$ cat src/rtl/fpa_pkg.sv
// Package for the Q24.8 fixed-point ALU: command codes, word types, constants.
// No dependencies.
package fpa_pkg;

	localparam int FractionBits = 8;
	localparam int QuoBits = 32 + FractionBits + 1;
	localparam int NumCells = QuoBits;

	typedef enum logic [3:0] {
		CMD_ADD = 4'd0, CMD_SUB = 4'd1, CMD_MUL = 4'd2, CMD_DIV = 4'd3,
		CMD_LT = 4'd4, CMD_GT = 4'd5, CMD_LE = 4'd6, CMD_GE = 4'd7,
		CMD_EQ = 4'd8, CMD_NE = 4'd9, CMD_MIN = 4'd10, CMD_MAX = 4'd11,
		CMD_INC = 4'd12, CMD_TOFIX = 4'd13, CMD_TOINT = 4'd14, CMD_NONE = 4'd15
	} cmd_t;

	typedef enum logic [1:0] {
		ST_OK = 2'd0, ST_OVF = 2'd1, ST_DIVZ = 2'd2, ST_RSV = 2'd3
	} status_t;

	typedef struct packed {
		logic [3:0] command;
		logic signed [31:0] operand_a;
		logic signed [31:0] operand_b;
	} in_word_t;

	typedef struct packed {
		logic signed [31:0] result_value;
		logic compare_true;
		logic [1:0] status;
	} out_word_t;

	// word travelling down the divider row
	typedef struct packed {
		logic valid;
		logic is_div;
		logic neg;
		logic divz;
		logic [QuoBits:0] rem;        // partial remainder, one bit wider than num
		logic [QuoBits-1:0] num;      // 2n+d, shifted out MSB first
		logic [QuoBits-1:0] quo;
		logic [32:0] den;             // 2d
		out_word_t other;             // result of non-divide commands
	} cell_t;

endpackage

$ cat src/rtl/fpa_cell.sv
// One restoring-division cell: produces one quotient bit and passes the word on.
// Depends on fpa_pkg.
module fpa_cell (
	input  logic clk,
	input  logic arst_n,
	input  logic en,
	input  fpa_pkg::cell_t cell_in,
	output fpa_pkg::cell_t cell_out
);

	localparam int QB = fpa_pkg::QuoBits;

	logic [QB:0] trial;
	logic [QB+1:0] diff;
	fpa_pkg::cell_t nxt;

	always_comb begin
		trial = {cell_in.rem[QB-1:0], cell_in.num[QB-1]};
		diff = {1'b0, trial} - (QB+2)'(cell_in.den);
		nxt = cell_in;
		nxt.num = {cell_in.num[QB-2:0], 1'b0};
		if (!diff[QB+1]) begin
			nxt.rem = diff[QB:0];
			nxt.quo = {cell_in.quo[QB-2:0], 1'b1};
		end else begin
			nxt.rem = trial;
			nxt.quo = {cell_in.quo[QB-2:0], 1'b0};
		end
	end

	always_ff @(posedge clk or negedge arst_n) begin
		if (!arst_n) begin
			cell_out.valid <= 1'b0;
		end else if (en) begin
			cell_out <= nxt;
		end
	end

endmodule

$ cat config.mk
export PLATFORM = sky130hd
export DESIGN_NAME = fpa_cell
export DESIGN_NICKNAME = d
export VERILOG_FILES = /design/src/rtl/fpa_pkg.sv /design/src/rtl/fpa_cell.sv
export SDC_FILE = /design/constraint.sdc
export NUM_CORES = 1
export LEC_CHECK = 0
export BUFFER_PORTS_ARGS = -buffer_cell sky130_fd_sc_hd__buf_4
export CAP_MARGIN = 20
export CORE_MARGIN = 4
export CORE_UTILIZATION = 35
export CTS_CLUSTER_DIAMETER = 150
export DETAILED_ROUTE_END_ITERATION = 12
export GPL_ROUTABILITY_DRIVEN = 0
export MAX_ROUTING_LAYER = met4
export PLACE_DENSITY = 0.72
export SETUP_SLACK_MARGIN = 0.02
export SKIP_CTS_REPAIR_TIMING = 1
export SLEW_MARGIN = 10
export SYNTH_ARGS = -nofsm -noshare
export SYNTH_HDL_FRONTEND = slang
export SYNTH_SLANG_ARGS = --single-unit
$ cat constraint.sdc
create_clock -name clk -period 1.35 [get_ports clk]
set_input_delay 0.135 -clock clk [delete_from_list [all_inputs] [get_ports clk]]
set_output_delay 0.135 -clock clk [all_outputs]
set_load 0.01 [all_outputs]
---- Word level (Yosys, flattened, before mapping) ----
Index checks and enable logic that the tools add are counted.
W data, S select, Z words.
storage, ports and cells
  flip-flop bits (word level) ............. 195
  input bits .............................. 199
  output and inout port bits .............. 196
  logic and storage cells ................. 15
cells by class
  add/subtract/negate cells ............... 1
  mux-type cells .......................... 2
  reductions and logical operators ........ 1
operator list
  cell               number
  $sub A42 B33 Y43   1
  $mux W42           1
  $reduce_and A2 Y1  1
  $mux W1            1

---- Depth between registers and ports, before layout ----
  word-level depth ........................ 2
  mapped depth ............................ 13
  depth with buffers taken out ............ 13

---- Least setup slack after synthesis ----
No wires, ideal clock.
  path type ............................... in2reg
  from .................................... input port en
  to ...................................... register cell_out[0] (netlist bit), enable pin
  setup time .............................. 577 ps
  arrival ................................. 4539 ps
  data required time ...................... 773 ps
  setup slack ............................. -3766 ps
  cell stages on the path ................. 1
  buffers on the path ..................... 0
  path through ............................ and2_1
between the ends
  longest elaborated chain between the ends .. 1
ends and longest elaborated chain
  item                         RTL line        source
  from (decl)                  fpa_cell.sv:6   input logic en,
  $reduce_and A2 Y1 (no line)  --
  to (signal assigned)         fpa_cell.sv:35  cell_out <= nxt;
  to (decl)                    fpa_cell.sv:8   output fpa_pkg::cell_t cell_out
No other way between the ends.
A chain may end at the register's enable or synchronous reset.

==> metrics.md <==
| Metric | Value |
|---|---|
| Status | finished, violations left |
| Violated checks | negative setup slack |
| Total power | 16.5 mW |
| Max reg flops | 195 |
| Largest family of logic cells by synthesized area | compound AO/OA/AOI/OAI gates |
| Post-Route WL | 33600 um |
| Area Growth Syn to Fin | 81.9% |
| Worst setup SP type | input pin |
| Max incr delay on CP | 0.48 ns |
| Pwr dens | 1080 mW/mm2 |
| CP max FO | 5 |
| Worst r2r path cells | 1 |
| Peak Freq | 384 MHz |
| Compound-gate portion of the synthesized area | 10.4% |
| CP Data Arrival Time | 2.79 ns |
| Place WS | -1.71 ns |
| Die height | 163 um |
| Final setup TNS | -48.62 ns |
| Post-synth top flop | edfxtp_1 |
| Std cell rows | 56 |
| Floorplan core area | 0.0236 mm2 |
| Clock Path Buffers | 2 |
| Max Cap Viol | 0 |
| Share of cells above drive strength 1 | 46.8% |
| First-pass GRT wire length | 42400 um |
| PortBufs | 391 |
| Starting Density | 35.7% |
| CP Capture Point | cell_out[188] |
| DR pass1 iterations | 5 |
| Global route overflow | 0 |
| Finish-stage setup viols | 43 |
| Hold Crit Class | in2reg |
| Post-synthesis cell type with the largest combined area | edfxtp_1 |
| Lkg Pwr | 6.75 nW |
| Worst path cell trace | buf_4, ha_4, inv_4, fa_2, a21o_1, nand4_2, a211o_1, a2111oi_4, o21ai_2, o211ai_4, nand2b_4, or4b_4, xnor2_1 |
| Post-synth EDFFs | 194 |
| Yosys reg bits | 195 |
| Post-synth net total | 841 |
| Synth cell types | 53 |
| Initial antenna violation count | 4 |
| Vias after detailed routing | 7790 |
| Asr flop ratio synth | 0.513% |
| Post-synthesis mux area share | 1.20% |
| Avg WL per Cell | 20.3 um |
| CTS root buf | clkbuf_16 |
| Antenna-violating nets left | 0 |
| R2R Path End | cell_out[195] |
| Crit Path Class | in2reg |
| Final instance area | 0.0153 mm2 |
| H-tree depth | 4 |
| Worst EP required | 1.54 ns |
| Area contributors post-synth | edfxtp_1, ha_1, a21oi_1 |
| Reg clk slew, reported paths | 0.08 ns |
| Worst Hold Path Cells | 2 |
| Total GRT Usage | 21.7% |
| Reg2reg setup slack | 0.56 ns |
| Ys Warns | 0 |
| Avg Cell Area, Syn | 13.9 um2 |
| Non-Filler Instances | 1653 |
| Maximum vdd drop | 904 uV |
| Dpl cell area | 0.0130 mm2 |
| Slack of the critical path | -1.25 ns |
| Largest registers | cell_out (195) |
| Post-detail-place hpwl | 23400 um |
| RSZ-0062 raised after global routing | yes |
| I/O pin total | 395 |
| Final hold viol count | 0 |
| Num CTS Buffers | 17 |
| Util after Layout | 65.0% |
| XOR/XNOR share of the synthesized area | 3.84% |
| Post-Syn Instances | 608 |
| Detailed-route DRC error count | 0 |
| Worst Setup SP | cell_in[35] |
| Crit-path slowest cell | or4b_4 |
| Post-Syn Area | 0.00844 mm2 |
| Worst flop-to-flop path startpoint | cell_out[195] |
| Clock Sinks | 195 |
| Crit. End Element | flip-flop |
| Clock Skew | 0 ns |
| Vias in the first global route | 7228 |
| Die area | 0.0267 mm2 |
| Biggest register | cell_out |
| WHS | 0.0256 ns |
| Final worst path period share | 193% |
| Nets | 1550 |
| 1st-iter DRT viols | 425 |
| Via density | 4.71 |
| Final Max Tran Viols | 0 |
| Post-synthesis simple-gate area fraction | 7.19% |
| Pin count of the biggest net entering global routing | 79 |
| Die width | 163 um |
| Placed instance count | 1456 |
| Sequential-to-total area share from yosys stat | 69.3% |
| Top cell type's share of synthesized area | 69.0% |
| Worst-Skew Late Latency | 0.43 ns |
| TritonCTS clock tree | built |
| Synth Area in Adders | 5.13% |
| Fin crit period | 2.60 ns |
[worst max-delay path, delay by kind of cell]
kind | cells | cell delay, ns
buf+inv | 2 | 0.17
fa+ha+maj | 2 | 0.34
simple gates | 3 | 0.67
xor+xnor | 1 | 0.13
compound gates | 5 | 1.33
[power breakdown]
group	switching [mW]	internal, mW
sequential	0.156	7.21
combinational	1.73	2.14
clock	2.74	2.56
total	4.63	11.9
[how the worst min path moves through the flow]
| stage | from | end | slack (ns) |
|---|---|---|---|
| floorplan | arst_n | cell_out[195] | -0.16 |
| global placement | arst_n | cell_out[195] | -0.08 |
| detailed placement | arst_n | cell_out[195] | -0.08 |
| CTS | arst_n | cell_out[195] | -0.56 |
| global route | cell_in[157] | cell_out[158] | 0.009 |
| finish | cell_in[161] | cell_out[162] | 0.03 |
[synth_stat cells (all sizes together) (10+ instances only)]
library cell and instances:
o21bai 11, nand2 36, clkbuf 15, nor2 46, o21ai 18, xor2 12
xnor2 25, a21o 19, edfxtp 194, nor3 10, inv 44, a21oi 65
ha 33
[layer usage]
metal | up-vias | part of all wire, % | global-route usage (%)
li1 | 3692 | - | -
met4 | 0 | 4.0 | 7.66
met1 | 3710 | 37 | 23.2
met5 | - | 0 | -
met3 | 68 | 7.4 | 6.89
met2 | 320 | 51 | 37.8
[cells by family (layout without fill, tap and decap cells)]
kind of cell / count (synthesis) / in the layout
other cells: 1 / 5
fa+ha+maj: 34 / 34
flops: 195 / 195
buf+inv: 63 / 785
simple gates: 130 / 130
compound gates: 139 / 139
xor+xnor: 37 / 37
mux: 9 / 9
[placed cells by master (no fill, tap or decap), types with 3 or more instances in the layout]
| cell | n |
|---|---|
| buf_4 | 546 |
| edfxtp_1 | 194 |
| dlygate4sd3_1 | 155 |
| a21oi_1 | 63 |
| nor2_1 | 45 |
| inv_1 | 42 |
| nand2_1 | 36 |
| ha_1 | 32 |
| xnor2_1 | 25 |
| a21o_1 | 19 |
| clkbuf_16 | 17 |
| o21ai_0 | 15 |
| xor2_1 | 12 |
| o21bai_1 | 11 |
| mux2_2 | 9 |
| clkinv_8 | 9 |
| nand4_1 | 8 |
| nand3_1 | 7 |
| buf_12 | 6 |
| nor3_1 | 5 |
| diode_2 | 4 |
| a211oi_1 | 3 |
| a31oi_1 | 3 |
| or3_1 | 3 |
| nor3_4 | 3 |
[area by class of cell]
class                   count  area, um2
clock inverters            15        208
diodes                      4       10.0
repair buffers            709       5800
well taps                 319        399
flip-flops and latches    195       5850
multi-input cells         350       2480
fillers                  1712       8260
inverters                  44        180
clock buffers              17        425
Note: power is estimated with default switching activity, not from simulation.
