### src/rtl/fpa_pkg.sv
// Package for the Q24.8 fixed-point ALU: command codes, word types, constants.
// No dependencies.
package fpa_pkg;

	localparam int FractionBits = 8;
	localparam int QuoBits = 32 + FractionBits + 1;
	localparam int NumCells = QuoBits;

	typedef enum logic [3:0] {
		CMD_ADD = 4'd0, CMD_SUB = 4'd1, CMD_MUL = 4'd2, CMD_DIV = 4'd3,
		CMD_LT = 4'd4, CMD_GT = 4'd5, CMD_LE = 4'd6, CMD_GE = 4'd7,
		CMD_EQ = 4'd8, CMD_NE = 4'd9, CMD_MIN = 4'd10, CMD_MAX = 4'd11,
		CMD_INC = 4'd12, CMD_TOFIX = 4'd13, CMD_TOINT = 4'd14, CMD_NONE = 4'd15
	} cmd_t;

	typedef enum logic [1:0] {
		ST_OK = 2'd0, ST_OVF = 2'd1, ST_DIVZ = 2'd2, ST_RSV = 2'd3
	} status_t;

	typedef struct packed {
		logic [3:0] command;
		logic signed [31:0] operand_a;
		logic signed [31:0] operand_b;
	} in_word_t;

	typedef struct packed {
		logic signed [31:0] result_value;
		logic compare_true;
		logic [1:0] status;
	} out_word_t;

	// word travelling down the divider row
	typedef struct packed {
		logic valid;
		logic is_div;
		logic neg;
		logic divz;
		logic [QuoBits:0] rem;        // partial remainder, one bit wider than num
		logic [QuoBits-1:0] num;      // 2n+d, shifted out MSB first
		logic [QuoBits-1:0] quo;
		logic [32:0] den;             // 2d
		out_word_t other;             // result of non-divide commands
	} cell_t;

endpackage

### src/rtl/fpa_front.sv
// Front stage: decodes the command and computes all non-divide results.
// Depends on fpa_pkg.
module fpa_front (
	input  logic clk,
	input  logic arst_n,
	input  logic en,
	input  logic take,
	input  fpa_pkg::in_word_t in_word,
	output fpa_pkg::cell_t cell_out
);

	localparam int F = fpa_pkg::FractionBits;
	localparam int QB = fpa_pkg::QuoBits;

	logic signed [33:0] add_w, sub_w, inc_w;
	logic signed [63:0] prod;
	logic [63:0] pmag;
	logic [63:0] prnd;
	logic signed [64:0] mres;
	logic [31:0] amag, bmag;
	logic [31+F:0] fixmag;
	logic signed [32+F:0] fixv;
	logic [31:0] intmag;
	logic lt, eq;
	fpa_pkg::out_word_t o;
	fpa_pkg::cell_t c;

	function automatic fpa_pkg::out_word_t sat(input logic signed [64:0] v);
		fpa_pkg::out_word_t r;
		r.compare_true = 1'b0;
		if (v > 65'sd2147483647) begin
			r.result_value = 32'sh7fffffff;
			r.status = fpa_pkg::ST_OVF;
		end else if (v < -65'sd2147483648) begin
			r.result_value = 32'sh80000000;
			r.status = fpa_pkg::ST_OVF;
		end else begin
			r.result_value = v[31:0];
			r.status = fpa_pkg::ST_OK;
		end
		return r;
	endfunction

	// multiplier registered before rounding
	logic signed [63:0] prod_s1;
	logic [3:0] cmd_s1;
	logic valid_s1;

	always_comb begin
		add_w = 34'(in_word.operand_a) + 34'(in_word.operand_b);
		sub_w = 34'(in_word.operand_a) - 34'(in_word.operand_b);
		inc_w = 34'(in_word.operand_a) + 34'sd1;
		prod = 64'(in_word.operand_a) * 64'(in_word.operand_b);
		amag = in_word.operand_a[31] ? 32'(-in_word.operand_a) : in_word.operand_a;
		bmag = in_word.operand_b[31] ? 32'(-in_word.operand_b) : in_word.operand_b;
		fixmag = {amag, F'(0)};
		fixv = in_word.operand_a[31] ? -$signed({1'b0, fixmag}) : $signed({1'b0, fixmag});
		intmag = amag >> F;
		lt = in_word.operand_a < in_word.operand_b;
		eq = in_word.operand_a == in_word.operand_b;
		pmag = '0;
		prnd = '0;
		mres = '0;
		o = '0;
		case (fpa_pkg::cmd_t'(in_word.command))
			fpa_pkg::CMD_ADD: o = sat(65'(add_w));
			fpa_pkg::CMD_SUB: o = sat(65'(sub_w));
			fpa_pkg::CMD_INC: o = sat(65'(inc_w));
			fpa_pkg::CMD_TOFIX: o = sat(65'(fixv));
			fpa_pkg::CMD_TOINT: o.result_value = in_word.operand_a[31] ?
				-$signed(intmag) : $signed(intmag);
			fpa_pkg::CMD_LT: o.compare_true = lt;
			fpa_pkg::CMD_GT: o.compare_true = !lt && !eq;
			fpa_pkg::CMD_LE: o.compare_true = lt || eq;
			fpa_pkg::CMD_GE: o.compare_true = !lt;
			fpa_pkg::CMD_EQ: o.compare_true = eq;
			fpa_pkg::CMD_NE: o.compare_true = !eq;
			fpa_pkg::CMD_MIN: o.result_value = lt ? in_word.operand_a : in_word.operand_b;
			fpa_pkg::CMD_MAX: o.result_value = (!lt && !eq) ? in_word.operand_a :
				in_word.operand_b;
			default: o = '0;
		endcase
		// rounding of the product registered in prod_s1
		pmag = prod_s1[63] ? 64'(-prod_s1) : 64'(prod_s1);
		prnd = (pmag + (64'd1 << (F - 1))) >> F;
		mres = prod_s1[63] ? -$signed({1'b0, prnd}) : $signed({1'b0, prnd});

		c.valid = take;
		c.is_div = in_word.command == fpa_pkg::CMD_DIV;
		c.neg = in_word.operand_a[31] ^ in_word.operand_b[31];
		c.divz = in_word.operand_b == '0;
		c.rem = '0;
		c.num = {amag, F'(0), 1'b0} + QB'(bmag);
		c.quo = '0;
		c.den = {bmag, 1'b0};
		c.other = o;
	end

	always_ff @(posedge clk or negedge arst_n) begin
		if (!arst_n) begin
			valid_s1 <= 1'b0;
		end else if (en) begin
			valid_s1 <= take;
		end
	end

	// mul results are patched one stage later, in the first cell's slot
	logic mul_s1;
	fpa_pkg::cell_t c_s1;
	always_ff @(posedge clk) begin
		if (en) begin
			prod_s1 <= prod;
			cmd_s1 <= in_word.command;
			c_s1 <= c;
		end
	end

	always_comb begin
		mul_s1 = cmd_s1 == fpa_pkg::CMD_MUL;
		cell_out.valid = valid_s1;
		cell_out.is_div = c_s1.is_div;
		cell_out.neg = c_s1.neg;
		cell_out.divz = c_s1.divz;
		cell_out.rem = c_s1.rem;
		cell_out.num = c_s1.num;
		cell_out.quo = c_s1.quo;
		cell_out.den = c_s1.den;
		cell_out.other = mul_s1 ? sat(mres) : c_s1.other;
	end

endmodule

### config.mk
export PLATFORM = sky130hd
export DESIGN_NAME = fpa_front
export DESIGN_NICKNAME = d
export VERILOG_FILES = /design/src/rtl/fpa_pkg.sv /design/src/rtl/fpa_front.sv
export SDC_FILE = /design/constraint.sdc
export NUM_CORES = 2
export LEC_CHECK = 0
export BUFFER_PORTS_ARGS = -buffer_cell sky130_fd_sc_hd__clkbuf_2
export CAP_MARGIN = 20
export CORE_ASPECT_RATIO = 1.5
export CORE_MARGIN = 4
export CORE_UTILIZATION = 40
export CTS_BUF_LIST = sky130_fd_sc_hd__clkbuf_16
export CTS_CLUSTER_SIZE = 30
export DETAILED_ROUTE_END_ITERATION = 8
export GPL_TIMING_DRIVEN = 0
export RECOVER_POWER = 25
export SYNTH_ARGS = -nofsm -noshare
export SYNTH_HDL_FRONTEND = slang
export SYNTH_SLANG_ARGS = --single-unit
### constraint.sdc
create_clock -name clk -period 14.5 [get_ports clk]
set_input_delay 1.45 -clock clk [delete_from_list [all_inputs] [get_ports clk]]
set_output_delay 1.45 -clock clk [all_outputs]
set_load 0.05 [all_outputs]
Word level (Yosys, flattened, before mapping) --
Cells that the tools add are included.
Storage, ports and cells: bits of input ports 72, output and inout bits 196, register bits 180, word-level logic and storage cells 88
Operators by class: bitwise operators 1, mux-type cells 32, reduce and logical (&&, ||, !) cells 6, equality and inequality tests 15, $lt $le $gt $ge 11, multiply operators 1, add/subtract/negate cells 11
Operator list (count):
- 2-to-1 mux 32 bit | 15
- one-hot mux 32 bit (7 select lines) | 1
- greater-than comparator 33 x 32 -> 1 bit (second input constant) | 3
- less-than comparator 33 x 32 -> 1 bit (second input constant) | 3
- greater-than comparator 65 x 32 -> 1 bit (second input constant) | 1
- less-than comparator 65 x 32 -> 1 bit (second input constant) | 1
- 2-to-1 mux 65 bit | 1
- negation 56 -> 65 bit | 1
- adder 64 x 8 -> 64 bit (second input constant) | 1
- multiplier 32 x 32 -> 64 bit | 1
- 2-to-1 mux 64 bit | 1
- negation 32 bit | 2
- negation 64 bit | 1
- adder 41 x 32 -> 41 bit | 1
- greater-than comparator 41 x 32 -> 1 bit (second input constant) | 1
- less-than comparator 41 x 32 -> 1 bit (second input constant) | 1
- 2-to-1 mux 41 bit | 1
- negation 40 -> 41 bit | 1
- 2-to-1 mux 35 bit | 1
- adder 32 x 2 -> 33 bit (second input constant) | 1
- adder 32 x 32 -> 33 bit | 1
- subtractor 32 x 32 -> 33 bit | 1
- == test 32 bit | 1
- logical NOT 32 bit | 1
- 14 further kinds | 34

Depth between registers and ports, before layout --
depth in word-level cells 9, gate-level depth with buffers 38, depth with buffers taken out 34

Least setup slack after synthesis --
No wires, ideal clock.
path type input to register, from in in_word[63] in the netlist's numbering, to reg prod_s1[62], data pin, data required time 14.242 ns, stages 35, path slack 2.865 ns, arrival time 11.377 ns, setup time 0.258 ns, cell sequence clkbuf_1 > clkbuf_1 > clkbuf_1 > clkbuf_1 > clkbuf_1 > clkbuf_1 > clkbuf_1 > buf_1 > nand2_1 > inv_1 > fa_1 > fa_1 > inv_1 > fa_1 > inv_1 > fa_1 > inv_1 > fa_1 > inv_1 > fa_1 > fa_1 > inv_1 > fa_1 > inv_1 > ha_1 > a21o_1 > a21o_1 > a21oi_1 > o211ai_1 > a31oi_1 > o21ai_0 > a21oi_1 > o21ai_0 > a21oi_1 > xnor2_1
Between the ends: longest elaborated chain between the ends 1
RTL lines:
- start: declaration | line fpa_front.sv:8 | input fpa_pkg::in_word_t in_word,
- multiplier 32 x 32 -> 64 bit | line fpa_front.sv:53 | prod = 64'(in_word.operand_a) * 64'(in_word.operand_b);
- via prod[62] | line fpa_front.sv:16 | logic signed [63:0] prod;
- end signal: assignment | line fpa_front.sv:112 | prod_s1 <= prod;
- end: declaration | line fpa_front.sv:45 | logic signed [63:0] prod_s1;
The timed path passes the listed nets, and every way through them passes these cells. A chain may end at the register's enable or synchronous reset.

Worst setup path after layout --
Ends and elaborated chain as after synthesis.

==> flow_metrics.tcl <==
set metrics [dict create \
    synth_top_area_share 0.3693 \
    avgRoutedWirePerCell_um 29.53 \
    io_buffers 182 \
    ys.warnings.count 0 \
    cts_buffer_depth 2 \
    r2r_cells 1 \
    critical_path_required_ns 14.71 \
    r2r_slack_ns 13.74 \
    hold_viol 0 \
    period_share 0.9730 \
    clk_pin_slew_ns 0.07 \
    r2r_start "valid_s1" \
    yosys-top-cells-count "inv_1 (1284), fa_1 (1085), nand2_1 (875)" \
    drive_gt1_frac 0.07014 \
    cp_slowest_cell "fa_2" \
    path_max_fanout 19 \
    avgViaCountPerCell 5.774 \
    rsz0062_at_grt "no" \
    grt_max_degree 114 \
    die_h_um 477.6 \
    wirelength_um 272100 \
    outcome "finished, violations left" \
    synth.most_common_cell "inv_1" \
    synth.area.top_cells "fa_1 (37%), edfxtp_1 (8.6%), inv_1 (8.2%), ha_1 (6.0%), nand2_1 (5.6%)" \
    crit_path_frequent_cell "fa_1" \
    final_util 0.4332 \
    cts_tree "done" \
    worst_path_largest_cell_delay_ns 0.91 \
    stdcell_count 9212 \
    drv_cap 2 \
    critical_path_class "input pin to flop" \
    ios 268 \
    clock_latency_ns 0.47 \
    hold_path_startpoint "valid_s1" \
    drv_slew 173 \
    track_usage 0.3533 \
    min_path_cells 1 \
    worstReg2RegEnd "valid_s1" \
    cp-end-kind "flop" \
    setup_viol 0 \
    whs_ns 0.5241 \
    worstMarginPinSlew_ns 6.082 \
    synth_top_cell_by_area "fa_1" \
    die_w_um 321.1 \
    slew-limit-headroom -3.055 \
    syn_area_um2 58810 \
    num_rows 172 \
    avgSynthCellArea_um2 8.447 \
    vias 53187 \
    synth-edff-count 169 \
    path_buf_inv 14 \
    start_util 0.4019 \
    hold_class "flop to flop" \
    antenna_found_initial 31 \
    drt-pass1-iter-count 6 \
    synthCells 6962 \
    synth_ff_type "edfxtp_1" \
    grt_pass1_wl_um 388500 \
    async_flop_share 0.005882 \
    clock_skew_ns 0 \
    area_growth_pct 7.799 \
    grt_pass1_vias 55150 \
    die-area_um2 153400 \
    period_needed_ns 14.11 \
    dp.cells 9163 \
    critPathArrivalTime_ns 14.32 \
    dp_hpwl_um 234100 \
    min_to "valid_s1" \
    cts-hold-fix-buffers 0 \
    h-tree-depth 4 \
    synth_cell_types 100 \
    start_kind "input pin" \
    drt_iter0_drc 4599 \
    cts_sinks 170 \
    core_area_um2 146300 \
    root_buffer "clkbuf_16" \
    nets 8709 \
    yosysSeqAreaShare 0.08672 \
    ant_nets 0 \
    numCtsBuffers 17 \
    drc 0 \
    globalRouteOverflowTotal 0 \
    fmax_mhz 70.88 \
    crit_family "adder cells" \
    finalWeightedCongestion 1.083 \
    failed_checks "max-capacitance violations, max-slew violations" \
    ys_ff_latch 170 \
]
==> layer usage <==
metal | GRT usage | part of all wire | up-vias
met5 | 0.0006349 | 0.00028 | -
met4 | 0.3049 | 0.11 | 12
met3 | 0.05814 | 0.074 | 933
met2 | 0.5918 | 0.47 | 2887
met1 | 0.3884 | 0.34 | 26911
li1 | - | - | 22444
==> cell usage in the layout, fill, tap and decap left out, types with 171 or more instances in the layout <==
master,count
a21oi_1,206
and2_1,308
buf_4,171
clkbuf_1,343
clkbuf_2,184
fa_1,1083
ha_1,280
inv_1,1284
nand2_1,875
nor2_1,327
o21ai_0,225
xnor2_1,274
==> cell type report <==
cell class / count / area [um2]
sequential: 170 / 5100
buffer: 583 / 2845
inverter: 1288 / 4835
fill: 14853 / 82940
tap: 1914 / 2395
antenna: 13 / 32.53
multi-input combinational: 5001 / 46390
timing repair buffer: 211 / 1261
clock inverter: 15 / 118.9
clock buffer: 17 / 425.4
==> stage by stage <==
step / TNS, ns / setup slack (ns) / area (um2)
after floorplan: 0 / 2.865 / 59130
after global placement: -66.72 / -2.662 / 62430
after detailed placement: -55.51 / -2.007 / 62770
after CTS: 0 / 0.3182 / 63320
after global routing: 0 / 0.02212 / 63370
final: 0 / 0.3909 / 63400
==> registers in the layout, summed over array words and instances, names as in the netlist <==
| register | cells |
|---|---|
| cell_out | 67 |
| c_s1 | 34 |
| valid_s1 | 1 |
| cmd_s1 | 4 |
| prod_s1 | 64 |
==> kinds of logic after synthesis <==
| group | synth area share |
|---|---|
| multiplexers | 0.007361 |
| flip-flops | 0.08672 |
| XOR/XNOR | 0.05882 |
| adder cells (fa/ha/maj) | 0.4289 |
| AO/OA/AOI/OAI | 0.1135 |
| buffers and inverters | 0.1307 |
| other | 0.00006376 |
| AND/OR/NAND/NOR | 0.1739 |
==> what timing repair did <==
item                                    CTS  global route
buffers inserted                          0             1
resized for setup                         9             1
endpoints found under the setup margin   48            12
pin swaps                                 0             1
==> worst max-delay path by stage <==
| stage | startpoint | endpoint | slack, ns | depth (start not counted) |
|---|---|---|---|---|
| detailed placement | in_word[63] | prod_s1[62] | -2.01 | 37 |
| floorplan | in_word[63] | prod_s1[62] | 2.87 | 35 |
| finish | in_word[63] | prod_s1[62] | 0.39 | 37 |
| CTS | in_word[63] | prod_s1[62] | 0.32 | 36 |
| global route | in_word[63] | prod_s1[62] | 0.02 | 37 |
| global placement | in_word[63] | prod_s1[62] | -2.66 | 36 |
Power is not shown: default switching activity piles up to over one toggle a cycle in this logic, so the estimate is an artifact.
